--- config.mk ---
export PLATFORM = sky130hd
export DESIGN_NAME = time_sync_node_slot_keeper_unit
export DESIGN_NICKNAME = d
export VERILOG_FILES = /design/src/tsnsk_pkg.sv /design/src/tsnsk_mod_unit.sv /design/src/time_sync_node_slot_keeper_unit.sv
export VERILOG_INCLUDE_DIRS = /design/src /design/src/src
export SDC_FILE = /design/constraint.sdc
export NUM_CORES = 2
export LEC_CHECK = 0
export BUFFER_PORTS_ARGS = -buffer_cell sky130_fd_sc_hd__buf_2
export CAP_MARGIN = 40
export CORE_UTILIZATION = 40
export DETAILED_ROUTE_END_ITERATION = 6
export PLACE_DENSITY = 0.59
export SKIP_LAST_GASP = 1
export SYNTH_ARGS = -nofsm -noshare
export SYNTH_HDL_FRONTEND = slang
export SYNTH_SLANG_ARGS = --single-unit
export TNS_END_PERCENT = 100
--- constraint.sdc ---
create_clock -name clk_i -period 11.12 [get_ports clk_i]
set_input_delay 1.112 -clock clk_i [delete_from_list [all_inputs] [get_ports clk_i]]
set_output_delay 1.112 -clock clk_i [all_outputs]
set_load 0.03 [all_outputs]
--- src/time_sync_node_slot_keeper_unit_macros.svh ---
// ----------------------------------------------------------------------------
// Slot keeper assertion macros
// Shared concurrent assertion wrappers. Each clocks on clk_i and is disabled
// while rst_ni is low.
// ----------------------------------------------------------------------------
`ifndef TIME_SYNC_NODE_SLOT_KEEPER_UNIT_MACROS_SVH
`define TIME_SYNC_NODE_SLOT_KEEPER_UNIT_MACROS_SVH

// A property that must hold at every clock edge outside reset.
`define TSNSK_ASSERT(label, prop, msg) \
  label: assert property (@(posedge clk_i) disable iff (!rst_ni) (prop)) else $error(msg);

// An implication that is checked in the same cycle.
`define TSNSK_ASSERT_IMP(label, ante, cons, msg) \
  label: assert property (@(posedge clk_i) disable iff (!rst_ni) (ante) |-> (cons)) \
    else $error(msg);

// An implication whose consequent is checked in the next cycle.
`define TSNSK_ASSERT_NXT(label, ante, cons, msg) \
  label: assert property (@(posedge clk_i) disable iff (!rst_ni) (ante) |=> (cons)) \
    else $error(msg);

`endif

--- src/tsnsk_pkg.sv ---
// ----------------------------------------------------------------------------
// Slot keeper package
// Types, constants and codes shared by the slot keeper modules.
// ----------------------------------------------------------------------------
package tsnsk_pkg;

  localparam int unsigned TimeW   = 63;
  localparam int unsigned OffsW   = 64;
  localparam int unsigned WordW   = 32;
  localparam int unsigned AddrW   = 5;

  // The modulo unit retires this many quotient bits per cycle.
  localparam int unsigned DivBitsPerCycle = 2;
  localparam int unsigned DivIters        = OffsW / DivBitsPerCycle;
  localparam int unsigned DivCntW         = $clog2(DivIters);

  localparam logic [WordW-1:0] TimeoutReset = 32'd5000000;

  typedef enum logic [2:0] {
    REG_SLOT_ENABLE   = 3'd0,
    REG_SLOT_PERIOD   = 3'd1,
    REG_SLOT_START    = 3'd2,
    REG_SLOT_WIDTH    = 3'd3,
    REG_VALID_TIMEOUT = 3'd4
  } tsnsk_reg_e;

  typedef enum logic [1:0] {
    PKT_START     = 2'd0,
    PKT_APPLY     = 2'd1,
    PKT_HEARTBEAT = 2'd2,
    PKT_OTHER     = 2'd3
  } tsnsk_pkt_e;

  typedef enum logic [2:0] {
    ST_IDLE,
    ST_PACKET,
    ST_EVAL,
    ST_DIVIDE,
    ST_WRITE
  } tsnsk_state_e;

  typedef struct packed {
    logic [TimeW-1:0]        now_local_us;
    logic                    packet_present;
    logic                    packet_complete;
    logic [1:0]              packet_type;
    logic [WordW-1:0]        packet_seq;
    logic signed [OffsW-1:0] packet_offset_us;
  } tsnsk_req_t;

  typedef struct packed {
    logic                    packet_accepted;
    logic signed [OffsW-1:0] global_time_us;
    logic                    in_slot;
    logic                    sync_valid;
    logic                    is_synced;
    logic [WordW-1:0]        applied_count;
  } tsnsk_rsp_t;

  // Command to the modulo unit.
  typedef struct packed {
    logic             start;
    logic [OffsW-1:0] dividend;
    logic [WordW-1:0] divisor;
  } tsnsk_div_req_t;

  // Status from the modulo unit.
  typedef struct packed {
    logic             busy;
    logic             done;
    logic [WordW-1:0] remainder;
  } tsnsk_div_rsp_t;

endpackage

--- src/tsnsk_mod_unit.sv ---
// ----------------------------------------------------------------------------
// Slot keeper modulo unit
// Iterative restoring 64-by-32 remainder, DivBitsPerCycle quotient bits per cycle.
// ----------------------------------------------------------------------------
`include "time_sync_node_slot_keeper_unit_macros.svh"

module tsnsk_mod_unit (
  input  logic                     clk_i,
  input  logic                     rst_ni,
  input  tsnsk_pkg::tsnsk_div_req_t div_req_i,
  output tsnsk_pkg::tsnsk_div_rsp_t div_rsp_o
);
  import tsnsk_pkg::*;

  localparam logic [DivCntW-1:0] LastIter = DivCntW'(DivIters - 1);

  logic               busy_q, busy_d;
  logic               done_q, done_d;
  logic [DivCntW-1:0] cnt_q, cnt_d;
  logic [OffsW-1:0]   dvd_q, dvd_d;
  logic [WordW-1:0]   dsr_q, dsr_d;
  logic [WordW-1:0]   rem_q, rem_d;
  logic [WordW-1:0]   rem_step;

  // Restoring steps of each iteration: shift in a dividend bit, subtract if it fits.
  always_comb begin
    logic [WordW:0] trial;
    rem_step = rem_q;
    for (int k = 0; k < DivBitsPerCycle; k++) begin
      trial = {rem_step, dvd_q[OffsW-1-k]};
      if (trial >= {1'b0, dsr_q}) begin
        trial = trial - {1'b0, dsr_q};
      end
      rem_step = trial[WordW-1:0];
    end
  end

  always_comb begin
    busy_d = busy_q;
    done_d = 1'b0;
    cnt_d  = cnt_q;
    dvd_d  = dvd_q;
    dsr_d  = dsr_q;
    rem_d  = rem_q;
    if (div_req_i.start) begin
      busy_d = 1'b1;
      cnt_d  = '0;
      dvd_d  = div_req_i.dividend;
      dsr_d  = div_req_i.divisor;
      rem_d  = '0;
    end else if (busy_q) begin
      rem_d = rem_step;
      dvd_d = dvd_q << DivBitsPerCycle;
      cnt_d = cnt_q + 1'b1;
      if (cnt_q == LastIter) begin
        busy_d = 1'b0;
        done_d = 1'b1;
      end
    end
  end

  always_ff @(posedge clk_i or negedge rst_ni) begin
    if (!rst_ni) begin
      busy_q <= 1'b0;
      done_q <= 1'b0;
      cnt_q  <= '0;
    end else begin
      busy_q <= busy_d;
      done_q <= done_d;
      cnt_q  <= cnt_d;
    end
  end

  always_ff @(posedge clk_i) begin
    dvd_q <= dvd_d;
    dsr_q <= dsr_d;
    rem_q <= rem_d;
  end

  assign div_rsp_o.busy      = busy_q;
  assign div_rsp_o.done      = done_q;
  assign div_rsp_o.remainder = rem_q;

  // A finished remainder is always below the divisor.
  `TSNSK_ASSERT_IMP(a_rem_below_divisor, done_q, rem_q < dsr_q, "remainder not below divisor")

endmodule

--- src/time_sync_node_slot_keeper_unit.sv ---
// ----------------------------------------------------------------------------
// Time sync node slot keeper
// Node side of a two-way clock sync scheme with a TDMA transmit slot.
// ----------------------------------------------------------------------------
// Each request carries the local microsecond time and optionally one received
// sync packet, and yields exactly one result. A request is handled in steps:
// the packet updates the sync state, then global time and validity are formed,
// then, when slot gating is active, the slot phase is found by a shared
// iterative modulo unit that retires two quotient bits per cycle over 32
// passes. A request that needs no slot phase skips that unit and goes from
// the eval step straight to the write step. The
// input side is stalled while a request is in work and accepts the next one
// as soon as the result has moved into the output register, even if that
// result is still stalled downstream. Configuration registers sit at byte
// addresses 0, 4, 8, 12 and 16 and must only be written while no request is
// in work.
`include "time_sync_node_slot_keeper_unit_macros.svh"

module time_sync_node_slot_keeper_unit (
  input  logic                                  clk_i,
  input  logic                                  rst_ni,
  // Request channel.
  input  logic                                  in_valid_i,
  output logic                                  in_stall_o,
  input  tsnsk_pkg::tsnsk_req_t                 in_req_i,
  // Result channel.
  output logic                                  out_valid_o,
  input  logic                                  out_stall_i,
  output tsnsk_pkg::tsnsk_rsp_t                 out_rsp_o,
  // Configuration port.
  input  logic                                  psel,
  input  logic                                  penable,
  input  logic                                  pwrite,
  input  logic [tsnsk_pkg::AddrW-1:0]           paddr,
  input  logic [tsnsk_pkg::WordW-1:0]           pwdata,
  output logic [tsnsk_pkg::WordW-1:0]           prdata,
  output logic                                  pready
);
  import tsnsk_pkg::*;

  // --------------------------------------------------------------------------
  // Configuration registers.
  // --------------------------------------------------------------------------
  logic             slot_en_q;
  logic [WordW-1:0] period_q;
  logic [WordW-1:0] start_q;
  logic [WordW-1:0] width_q;
  logic [WordW-1:0] timeout_q;
  logic             cfg_wr;
  tsnsk_reg_e       cfg_idx;

  assign pready  = 1'b1;
  assign cfg_wr  = psel && penable && pwrite;
  assign cfg_idx = tsnsk_reg_e'(paddr[AddrW-1:2]);

  always_ff @(posedge clk_i or negedge rst_ni) begin
    if (!rst_ni) begin
      slot_en_q <= 1'b0;
      period_q  <= '0;
      start_q   <= '0;
      width_q   <= '0;
      timeout_q <= TimeoutReset;
    end else if (cfg_wr) begin
      unique case (cfg_idx)
        REG_SLOT_ENABLE:   slot_en_q <= pwdata[0];
        REG_SLOT_PERIOD:   period_q  <= pwdata;
        REG_SLOT_START:    start_q   <= pwdata;
        REG_SLOT_WIDTH:    width_q   <= pwdata;
        REG_VALID_TIMEOUT: timeout_q <= pwdata;
        default: ;
      endcase
    end
  end

  // Reads of addresses beyond the register list return zero.
  always_comb begin
    unique case (cfg_idx)
      REG_SLOT_ENABLE:   prdata = {{(WordW-1){1'b0}}, slot_en_q};
      REG_SLOT_PERIOD:   prdata = period_q;
      REG_SLOT_START:    prdata = start_q;
      REG_SLOT_WIDTH:    prdata = width_q;
      REG_VALID_TIMEOUT: prdata = timeout_q;
      default:           prdata = '0;
    endcase
  end

  // --------------------------------------------------------------------------
  // Sequencer.
  // --------------------------------------------------------------------------
  tsnsk_state_e   state_q, state_d;
  tsnsk_div_req_t div_req;
  tsnsk_div_rsp_t div_rsp;
  logic           in_take;
  logic           out_free;
  logic           gate_on;

  assign in_take  = in_valid_i && !in_stall_o;
  assign out_free = !out_valid_o || !out_stall_i;

  always_comb begin
    state_d = state_q;
    unique case (state_q)
      ST_IDLE:   if (in_valid_i) state_d = ST_PACKET;
      ST_PACKET: state_d = ST_EVAL;
      ST_EVAL:   state_d = gate_on ? ST_DIVIDE : ST_WRITE;
      ST_DIVIDE: if (div_rsp.done) state_d = ST_WRITE;
      ST_WRITE:  if (out_free) state_d = ST_IDLE;
      default:   state_d = ST_IDLE;
    endcase
  end

  always_comb begin
    in_stall_o = (state_q != ST_IDLE);
  end

  always_ff @(posedge clk_i or negedge rst_ni) begin
    if (!rst_ni) begin
      state_q <= ST_IDLE;
    end else begin
      state_q <= state_d;
    end
  end

  // --------------------------------------------------------------------------
  // Sync state and per-request datapath.
  // --------------------------------------------------------------------------
  tsnsk_req_t       req_q, req_d;
  logic [OffsW-1:0] offset_q, offset_d;
  logic [WordW-1:0] last_seq_q, last_seq_d;
  logic [WordW-1:0] count_q, count_d;
  logic             synced_q, synced_d;
  logic [TimeW-1:0] refresh_q, refresh_d;
  logic             acc_q, acc_d;
  logic [OffsW-1:0] global_q, global_d;
  logic             valid_q, valid_d;
  logic             slot_q, slot_d;
  tsnsk_rsp_t       out_q, out_d;
  logic             out_valid_q, out_valid_d;

  logic             pkt_ok;
  logic [OffsW-1:0] elapsed;
  logic             time_back;
  logic             fresh;
  logic [WordW:0]   slot_end;
  logic             phase_hit;

  assign pkt_ok  = req_q.packet_present && req_q.packet_complete;
  // Gating is active only when enabled, synced and the period is nonzero.
  assign gate_on = slot_en_q && synced_q && (period_q != '0);

  // The top bit of the extended difference is the borrow, set when time ran
  // backwards past the last refresh.
  assign elapsed   = {1'b0, req_q.now_local_us} - {1'b0, refresh_q};
  assign time_back = elapsed[OffsW-1];
  assign fresh     = (elapsed[TimeW-1:WordW] == '0) && (elapsed[WordW-1:0] < timeout_q);

  assign slot_end  = {1'b0, start_q} + {1'b0, width_q};
  assign phase_hit = (div_rsp.remainder >= start_q) &&
                     ({1'b0, div_rsp.remainder} < slot_end);

  assign div_req.start    = (state_q == ST_EVAL) && gate_on;
  assign div_req.dividend = global_d;
  assign div_req.divisor  = period_q;

  always_comb begin
    req_d       = req_q;
    offset_d    = offset_q;
    last_seq_d  = last_seq_q;
    count_d     = count_q;
    synced_d    = synced_q;
    refresh_d   = refresh_q;
    acc_d       = acc_q;
    global_d    = global_q;
    valid_d     = valid_q;
    slot_d      = slot_q;
    out_d       = out_q;
    out_valid_d = out_valid_q && out_stall_i;

    if (in_take) begin
      req_d = in_req_i;
    end

    unique case (state_q)
      ST_PACKET: begin
        acc_d = 1'b0;
        if (pkt_ok) begin
          unique case (tsnsk_pkt_e'(req_q.packet_type))
            PKT_START: acc_d = 1'b1;
            PKT_APPLY: begin
              // Only a strictly newer sequence number is applied.
              if (req_q.packet_seq > last_seq_q) begin
                offset_d   = req_q.packet_offset_us;
                last_seq_d = req_q.packet_seq;
                count_d    = count_q + 1'b1;
                synced_d   = 1'b1;
                refresh_d  = req_q.now_local_us;
                acc_d      = 1'b1;
              end
            end
            PKT_HEARTBEAT: begin
              refresh_d = req_q.now_local_us;
              acc_d     = 1'b1;
            end
            PKT_OTHER: acc_d = 1'b0;
            default:   acc_d = 1'b0;
          endcase
        end
      end
      ST_EVAL: begin
        global_d = synced_q ? ({1'b0, req_q.now_local_us} + offset_q)
                            : {1'b0, req_q.now_local_us};
        valid_d  = synced_q && (time_back || fresh);
        slot_d   = 1'b1;
      end
      ST_DIVIDE: begin
        if (div_rsp.done) begin
          slot_d = phase_hit;
        end
      end
      ST_WRITE: begin
        if (out_free) begin
          out_d.packet_accepted = acc_q;
          out_d.global_time_us  = $signed(global_q);
          out_d.in_slot         = slot_q;
          out_d.sync_valid      = valid_q;
          out_d.is_synced       = synced_q;
          out_d.applied_count   = count_q;
          out_valid_d           = 1'b1;
        end
      end
      default: ;
    endcase
  end

  always_ff @(posedge clk_i or negedge rst_ni) begin
    if (!rst_ni) begin
      offset_q    <= '0;
      last_seq_q  <= '0;
      count_q     <= '0;
      synced_q    <= 1'b0;
      refresh_q   <= '0;
      out_valid_q <= 1'b0;
    end else begin
      offset_q    <= offset_d;
      last_seq_q  <= last_seq_d;
      count_q     <= count_d;
      synced_q    <= synced_d;
      refresh_q   <= refresh_d;
      out_valid_q <= out_valid_d;
    end
  end

  always_ff @(posedge clk_i) begin
    req_q    <= req_d;
    acc_q    <= acc_d;
    global_q <= global_d;
    valid_q  <= valid_d;
    slot_q   <= slot_d;
    out_q    <= out_d;
  end

  assign out_valid_o = out_valid_q;
  assign out_rsp_o   = out_q;

  // --------------------------------------------------------------------------
  // Shared modulo unit for the slot phase.
  // --------------------------------------------------------------------------
  tsnsk_mod_unit u_mod (
    .clk_i     (clk_i),
    .rst_ni    (rst_ni),
    .div_req_i (div_req),
    .div_rsp_o (div_rsp)
  );

  // --------------------------------------------------------------------------
  // Assertions.
  // --------------------------------------------------------------------------
  // Once an offset is applied the node stays synced until reset.
  `TSNSK_ASSERT(a_sync_sticky, !$fell(synced_q), "synced flag dropped")
  // The apply count only moves together with a synced node.
  `TSNSK_ASSERT_IMP(a_count_needs_sync, count_q != $past(count_q), synced_q, "count moved while unsynced")
  // A result outside its slot needs gating to have been active.
  `TSNSK_ASSERT_IMP(a_slot_gating, out_valid_q && !out_q.in_slot, slot_en_q && out_q.is_synced, "in_slot low without gating")
  // The modulo unit only runs while the sequencer waits for it.
  `TSNSK_ASSERT_IMP(a_div_in_divide, div_rsp.busy || div_rsp.done, state_q == ST_DIVIDE, "modulo unit active outside divide step")
  // A request is followed by its packet step.
  `TSNSK_ASSERT_NXT(a_take_to_packet, in_take, state_q == ST_PACKET, "accepted request not handled")

endmodule
# [Yosys cells after proc, flatten, opt, wreduce, memory -nomap -nowiden]
# Index checks and enable logic that the tools add are counted.
[totals] out_inout_bits=135 inputBits=207 regBits=790 elab_cells=127
[op_classes] n_mux=28 n_eq_ne=16 magnitude_cmp=6 add_sub_neg=7 reduce_logical=36
[op_table] op="two-way mux 64 bit" count=4
[op_table] op="one-hot mux 32 bit (5 select lines)" count=1
[op_table] op="one-hot mux 63 bit (2 select lines)" count=1
[op_table] op="greater-or-equal comparator 33 x 32 -> 1 bit" count=2
[op_table] op="adder 63 x 64 -> 64 bit" count=1
[op_table] op="two-way mux 32 bit" count=2
[op_table] op="subtractor 32 bit" count=2
[op_table] op="subtractor 63 x 63 -> 64 bit" count=1
[op_table] op="two-way mux 63 bit" count=1
[op_table] op="adder 32 x 32 -> 33 bit" count=1
[op_table] op="less-than comparator 32 x 33 -> 1 bit" count=1
[op_table] op="adder 32 x 1 -> 32 bit (second input constant)" count=1
[op_table] op="greater-or-equal comparator 32 bit" count=1
[op_table] op="> comparator 32 bit" count=1
[op_table] op="less-than comparator 32 bit" count=1
[op_table] op="nonzero test 32 bit" count=1
[op_table] op="zero test 31 bit" count=1
[op_table] op="one-hot mux 3 bit (5 select lines)" count=1
[op_table] op="AND reduction 2 bit" count=7
[op_table] op="equality test 3 x 2 -> 1 bit (second input constant)" count=4
[op_table] op="two-way mux 3 bit" count=4
[op_table] op="logical AND 1 bit" count=11
[op_table] op="two-way mux 1 bit" count=10
[op_table] op="two-way mux 5 bit" count=2
[op_table] op="other kinds (19)" count=31

# [Depth between registers and ports, before layout]
[depth] word_depth=5 ltp_mapped=31 depth_no_buf=26

# [Hierarchy]
# A second synthesis with hierarchy kept.
[unflattened] hier_cells=4272 area_unflattened_um2=44971.9
[modules_own_cells] module="time_sync_node_slot_keeper_unit" seq_area_each_um2=17411.7 instances=1 cells_each=3346 area_each_um2=35614.2
[modules_own_cells] module="tsnsk_mod_unit" seq_area_each_um2=3698.5 instances=1 cells_each=926 area_each_um2=9357.7

# [Worst setup path before layout]
# OpenSTA, ideal clock, no wires.
[synth_timing] path_type="register to register" from="register state_q[0]" to="register req_q[0] (netlist name) (enable)" path_stages_with_launch=4 slack_ns=2.547 path_buffers=1 period_less_slack_ns=8.573 setup_ns=0.689 t_required_ns=10.431 t_arrival_ns=7.884 path_cell_list="dfrtp_1 clkbuf_1 or3_1 nor2_1"
[synth_between] elab_chain_len=3
[synth_rtl] item="start, declared" line="time_sync_node_slot_keeper_unit.sv:90" rtl="tsnsk_state_e state_q, state_d;"
[synth_rtl] item="start signal, assigned" line="time_sync_node_slot_keeper_unit.sv:120" rtl="state_q <= state_d;"
[synth_rtl] item="nonzero test 3 bit" line="time_sync_node_slot_keeper_unit.sv:113" rtl="in_stall_o = (state_q != ST_IDLE);"
[synth_rtl] item="net in_stall_o" line="time_sync_node_slot_keeper_unit.sv:24" rtl="output logic in_stall_o,"
[synth_rtl] item="zero test 1 bit" line="time_sync_node_slot_keeper_unit.sv:97" rtl="assign in_take = in_valid_i && !in_stall_o;"
[synth_rtl] item="logical AND 1 bit" line="time_sync_node_slot_keeper_unit.sv:97"
[synth_rtl] item="net in_take" line="time_sync_node_slot_keeper_unit.sv:93" rtl="logic in_take;"
[synth_rtl] item="end signal, assigned" line="time_sync_node_slot_keeper_unit.sv:254" rtl="req_q <= req_d;"
[synth_rtl] item="end, declared" line="time_sync_node_slot_keeper_unit.sv:127" rtl="tsnsk_req_t req_q, req_d;"
# The timed path passes the listed nets, and every way through them passes these cells.
# A chain may end at the register's enable or synchronous reset.

# [Worst setup path after layout]
[layout_timing] from="register u_mod.rem_q[9]" to="register u_mod.rem_q[8]"
[layout_between] elab_chain_len=4 elab_cells_between_ends=6 cone_classes="add/sub (2); order compare (2); mux (2)"
[layout_rtl] item="start, declared" line="tsnsk_mod_unit.sv:22" rtl="logic [WordW-1:0] rem_q, rem_d;"
[layout_rtl] item="start signal, assigned" line="tsnsk_mod_unit.sv:77" rtl="rem_q <= rem_d;"
[layout_rtl] item="greater-or-equal comparator 33 x 32 -> 1 bit / subtractor 32 bit (equally long branches)" line="tsnsk_mod_unit.sv:31, tsnsk_mod_unit.sv:32"
[layout_rtl] item="two-way mux 32 bit *" line="tsnsk_mod_unit.sv:31" rtl="if (trial >= {1'b0, dsr_q}) begin"
[layout_rtl] item="subtractor 32 bit / greater-or-equal comparator 33 x 32 -> 1 bit (equally long branches)" line="tsnsk_mod_unit.sv:32, tsnsk_mod_unit.sv:31"
[layout_rtl] item="two-way mux 32 bit *" line="tsnsk_mod_unit.sv:31"
# Every way passes the cells marked *; elsewhere a longest branch is shown, timed or not.

==> reports/metrics.cfg <==
[run_status]
run_status=finished, final reports clean

[floorplan]
io_pins=342
die_w_microns=335
fp.dieH_microns=335
core_area_sq_um=109000
fp-row-count=121
die-area_sq_um=112000
initial_core_util_pct=40.5

[synthesis]
library_cell_with_the_largest_summed_area_after_synthesis=edfxtp_1
syn_avg_cell_area_sq_um=10.4
synth-seq-area-share_pct=47.7
synthesis.area_sq_um=44200
synth_top_area_share_pct=24.6
ys_dominant_reg_cell=edfxtp_1
synth_common_cells=nand2_1, edfxtp_1, ha_1, o21ai_0, dfrtp_1
synth.most_common_cell=nand2_1
synthDistinctLibCells=95
share_of_flip_flops_with_an_asynchronous_set_or_reset_pct=42.0
ys_ff_latch=790
synth.net_count=4825
synth-edff-count=362
synthesis.instances=4262
synth-warning-count=0
synth_area_leaders=edfxtp_1, dfrtp_1, ha_1, mux2_2, dfxtp_1

[worst_setup_path]
endpoint_kind=flop
crit_path_start_kind=flop
reg2reg_setup_slack_ns=3.81
most_frequent_cell_on_the_critical_path=a21o_1
critical_path.n_buffers_inverters=2
critical_path.top_delay_family=compound AO/OA/AOI/OAI gates
worst-endpoint-required_ns=11.64
crit_type=flop to flop
cpPeakStageDelay_ns=0.62
cp_max_fanout=32
data_arrival_time_at_the_worst_slack_endpoint_ns=7.83
critPathSlowestCell=a31o_2

[cts]
clk_latency_ns=0.69
cts_post_setup_buffers_inserted=0
ctsHoldBuffers=0
postCtsResizedCells=0
htree_num_levels=3
clock-root-buffer=clkbuf_16
worst_setup_hold_path_clk_slew_ns=0.06
tritoncts.num_buffers=89
clock-sinks=790
cts_tree=done
cts-root-to-sink-buffers=3

[global_routing]
global_route.usage.total_pct=21.6
grt_overflow=0
grt_max_degree=143
grt_antenna_before_repair=10
grt_pass1_wl_mm=189
grt_pass1_vias=32611

[run]
maxCapViolations=0

[power_and_ir_drop]
fin_total_pwr_mw=15.9
power-per-cell-area_nw_per_um2=315
power_leakage_nw=22.0
peakVddDrop_mv=0.166

[sta]
tns_ns=0
final_max_slew_viol_count=0
fin_crit_ns=7.31
grt_setup_unrepaired=no
finalHoldViolCount=0
fin_crit_sh_pct=65.7
achievable_clock_frequency_mhz=137
worst_clock_skew_ns=0.0331
report.final.setup_viol=0
relSlewSlack_pct=33.4
max_slew.worst_pin.slew_ns=0.999

[finish]
share_of_cells_above_drive_strength_1_pct=16.4
layout.filler_cells=10400
final_net_count=5108
flow.area_growth_from_synthesis_pct=13.9

[drt]
detailedRoute.firstPassIterationCount=5
route.antenna.remaining_nets=0
finalWirelength_mm=121
via_count=32849
average_via_count_per_standard_cell=5.38
detail_route.iter0.violations=2098
final_routed_drc_violation_total=0
routedWlPerCell_microns=19.9

[hold_path]
holdCritPathClass=flop to flop

[place]
io_buffer_count=338
hpwlAfterDp_mm=90.7
gpl.final_weighted_congestion=0.899

## cell usage in the layout, fill, tap and decap left out, drive strengths merged, types with 9 or more instances in the layout
cell type / instances
nand2: 424
o21ai: 400
buf: 366
edfxtp: 362
ha: 351
dfrtp: 324
inv: 279
a21oi: 261
mux2: 210
nor2: 200
clkbuf: 132
a21o: 122
xnor2: 122
dfxtp: 96
xor2: 93
nand4: 77
mux2i: 76
nand3: 66
a22oi: 63
nor3: 53
o21a: 49
and3: 37
o21bai: 35
nor4: 35
nand2b: 33
nor2b: 31
a211oi: 30
a31oi: 27
and2: 20
clkinv: 19
a221oi: 17
o211ai: 16
o31ai: 15
or3: 11
o22ai: 10
a31o: 9
a2111oi: 9
## layer usage
metal	wire length [microns]	up-vias	global-route usage [%]
met5	13	-	0
met4	3080	2	6.52
met3	5130	147	2.71
met2	57500	688	35.8
met1	55500	15905	29.4
li1	-	16107	-
## worst paths after layout
path | startpoint | to | cells after the start
min reg2reg | valid_q | out_rsp_o[33] | 0
min | valid_q | out_rsp_o[33] | 0
max in group asynchronous | rst_ni | synced_q | 2
min in group asynchronous | rst_ni | count_q[31] | 1
max | u_mod.rem_q[9] | u_mod.rem_q[8] | 25
max reg2reg | u_mod.rem_q[9] | u_mod.rem_q[8] | 25
## through the flow
step	area (sq um)	setup slack, ns	instances	utilization [%]	hold slack (ns)
2_1_floorplan	44200	2.55	4262	-	0.400
5_1_grt	50400	3.23	6101	46.1	0.420
4_1_cts	50400	3.81	6098	46.1	0.422
6_report	50400	3.81	6102	46.1	0.417
3_5_place_dp	47500	3.83	5930	43.4	0.414
3_3_place_gp	47400	3.84	5926	43.3	0.407
## layout make-up
class,instances,area (sq um),share of cell area (%)
sequential,790,21100,41.9
clock buffer,132,2530,5.02
tap,1476,1850,3.66
antenna,4,10.0,0.0199
inverter,272,1030,2.05
clock inverter,36,375,0.745
multi-input combinational,3026,21500,42.6
timing repair buffer,366,2020,4.00
## sequential cells by signal, indices dropped and copies added, names as in the netlist, 3 cells and up
signal	count
state_q	3
last_seq_q	32
u_mod.cnt_q	5
refresh_q	63
period_q	32
u_mod.dsr_q	32
timeout_q	32
offset_q	64
out_rsp_o	100
u_mod.dvd_q	64
u_mod.rem_q	32
count_q	32
width_q	32
start_q	32
global_q	64
req_q	163
## report_power, final
group / switching [mW] / total [mW] / internal [mW] / leakage (nW)
Clock: 1.26 / 2.93 / 1.67 / 1.40
Sequential: 0.612 / 4.70 / 4.09 / 8.41
Combinational: 4.88 / 8.23 / 3.34 / 12.2
Total: 6.75 / 15.9 / 9.10 / 22.0
## logic make-up (layout without fill, tap and decap cells)
logic type,Yosys count,count (layout),synth area share [%]
compound gates,1145,1145,16.1
xor+xnor,215,215,4.26
fa+ha+maj,356,356,10.2
buf+inv,446,806,3.97
flops,790,790,47.7
mux,286,286,7.06
other cells,1,5,0.00848
simple gates,1023,1023,10.8
No activity file was read; power rests on OpenSTA's default activity.
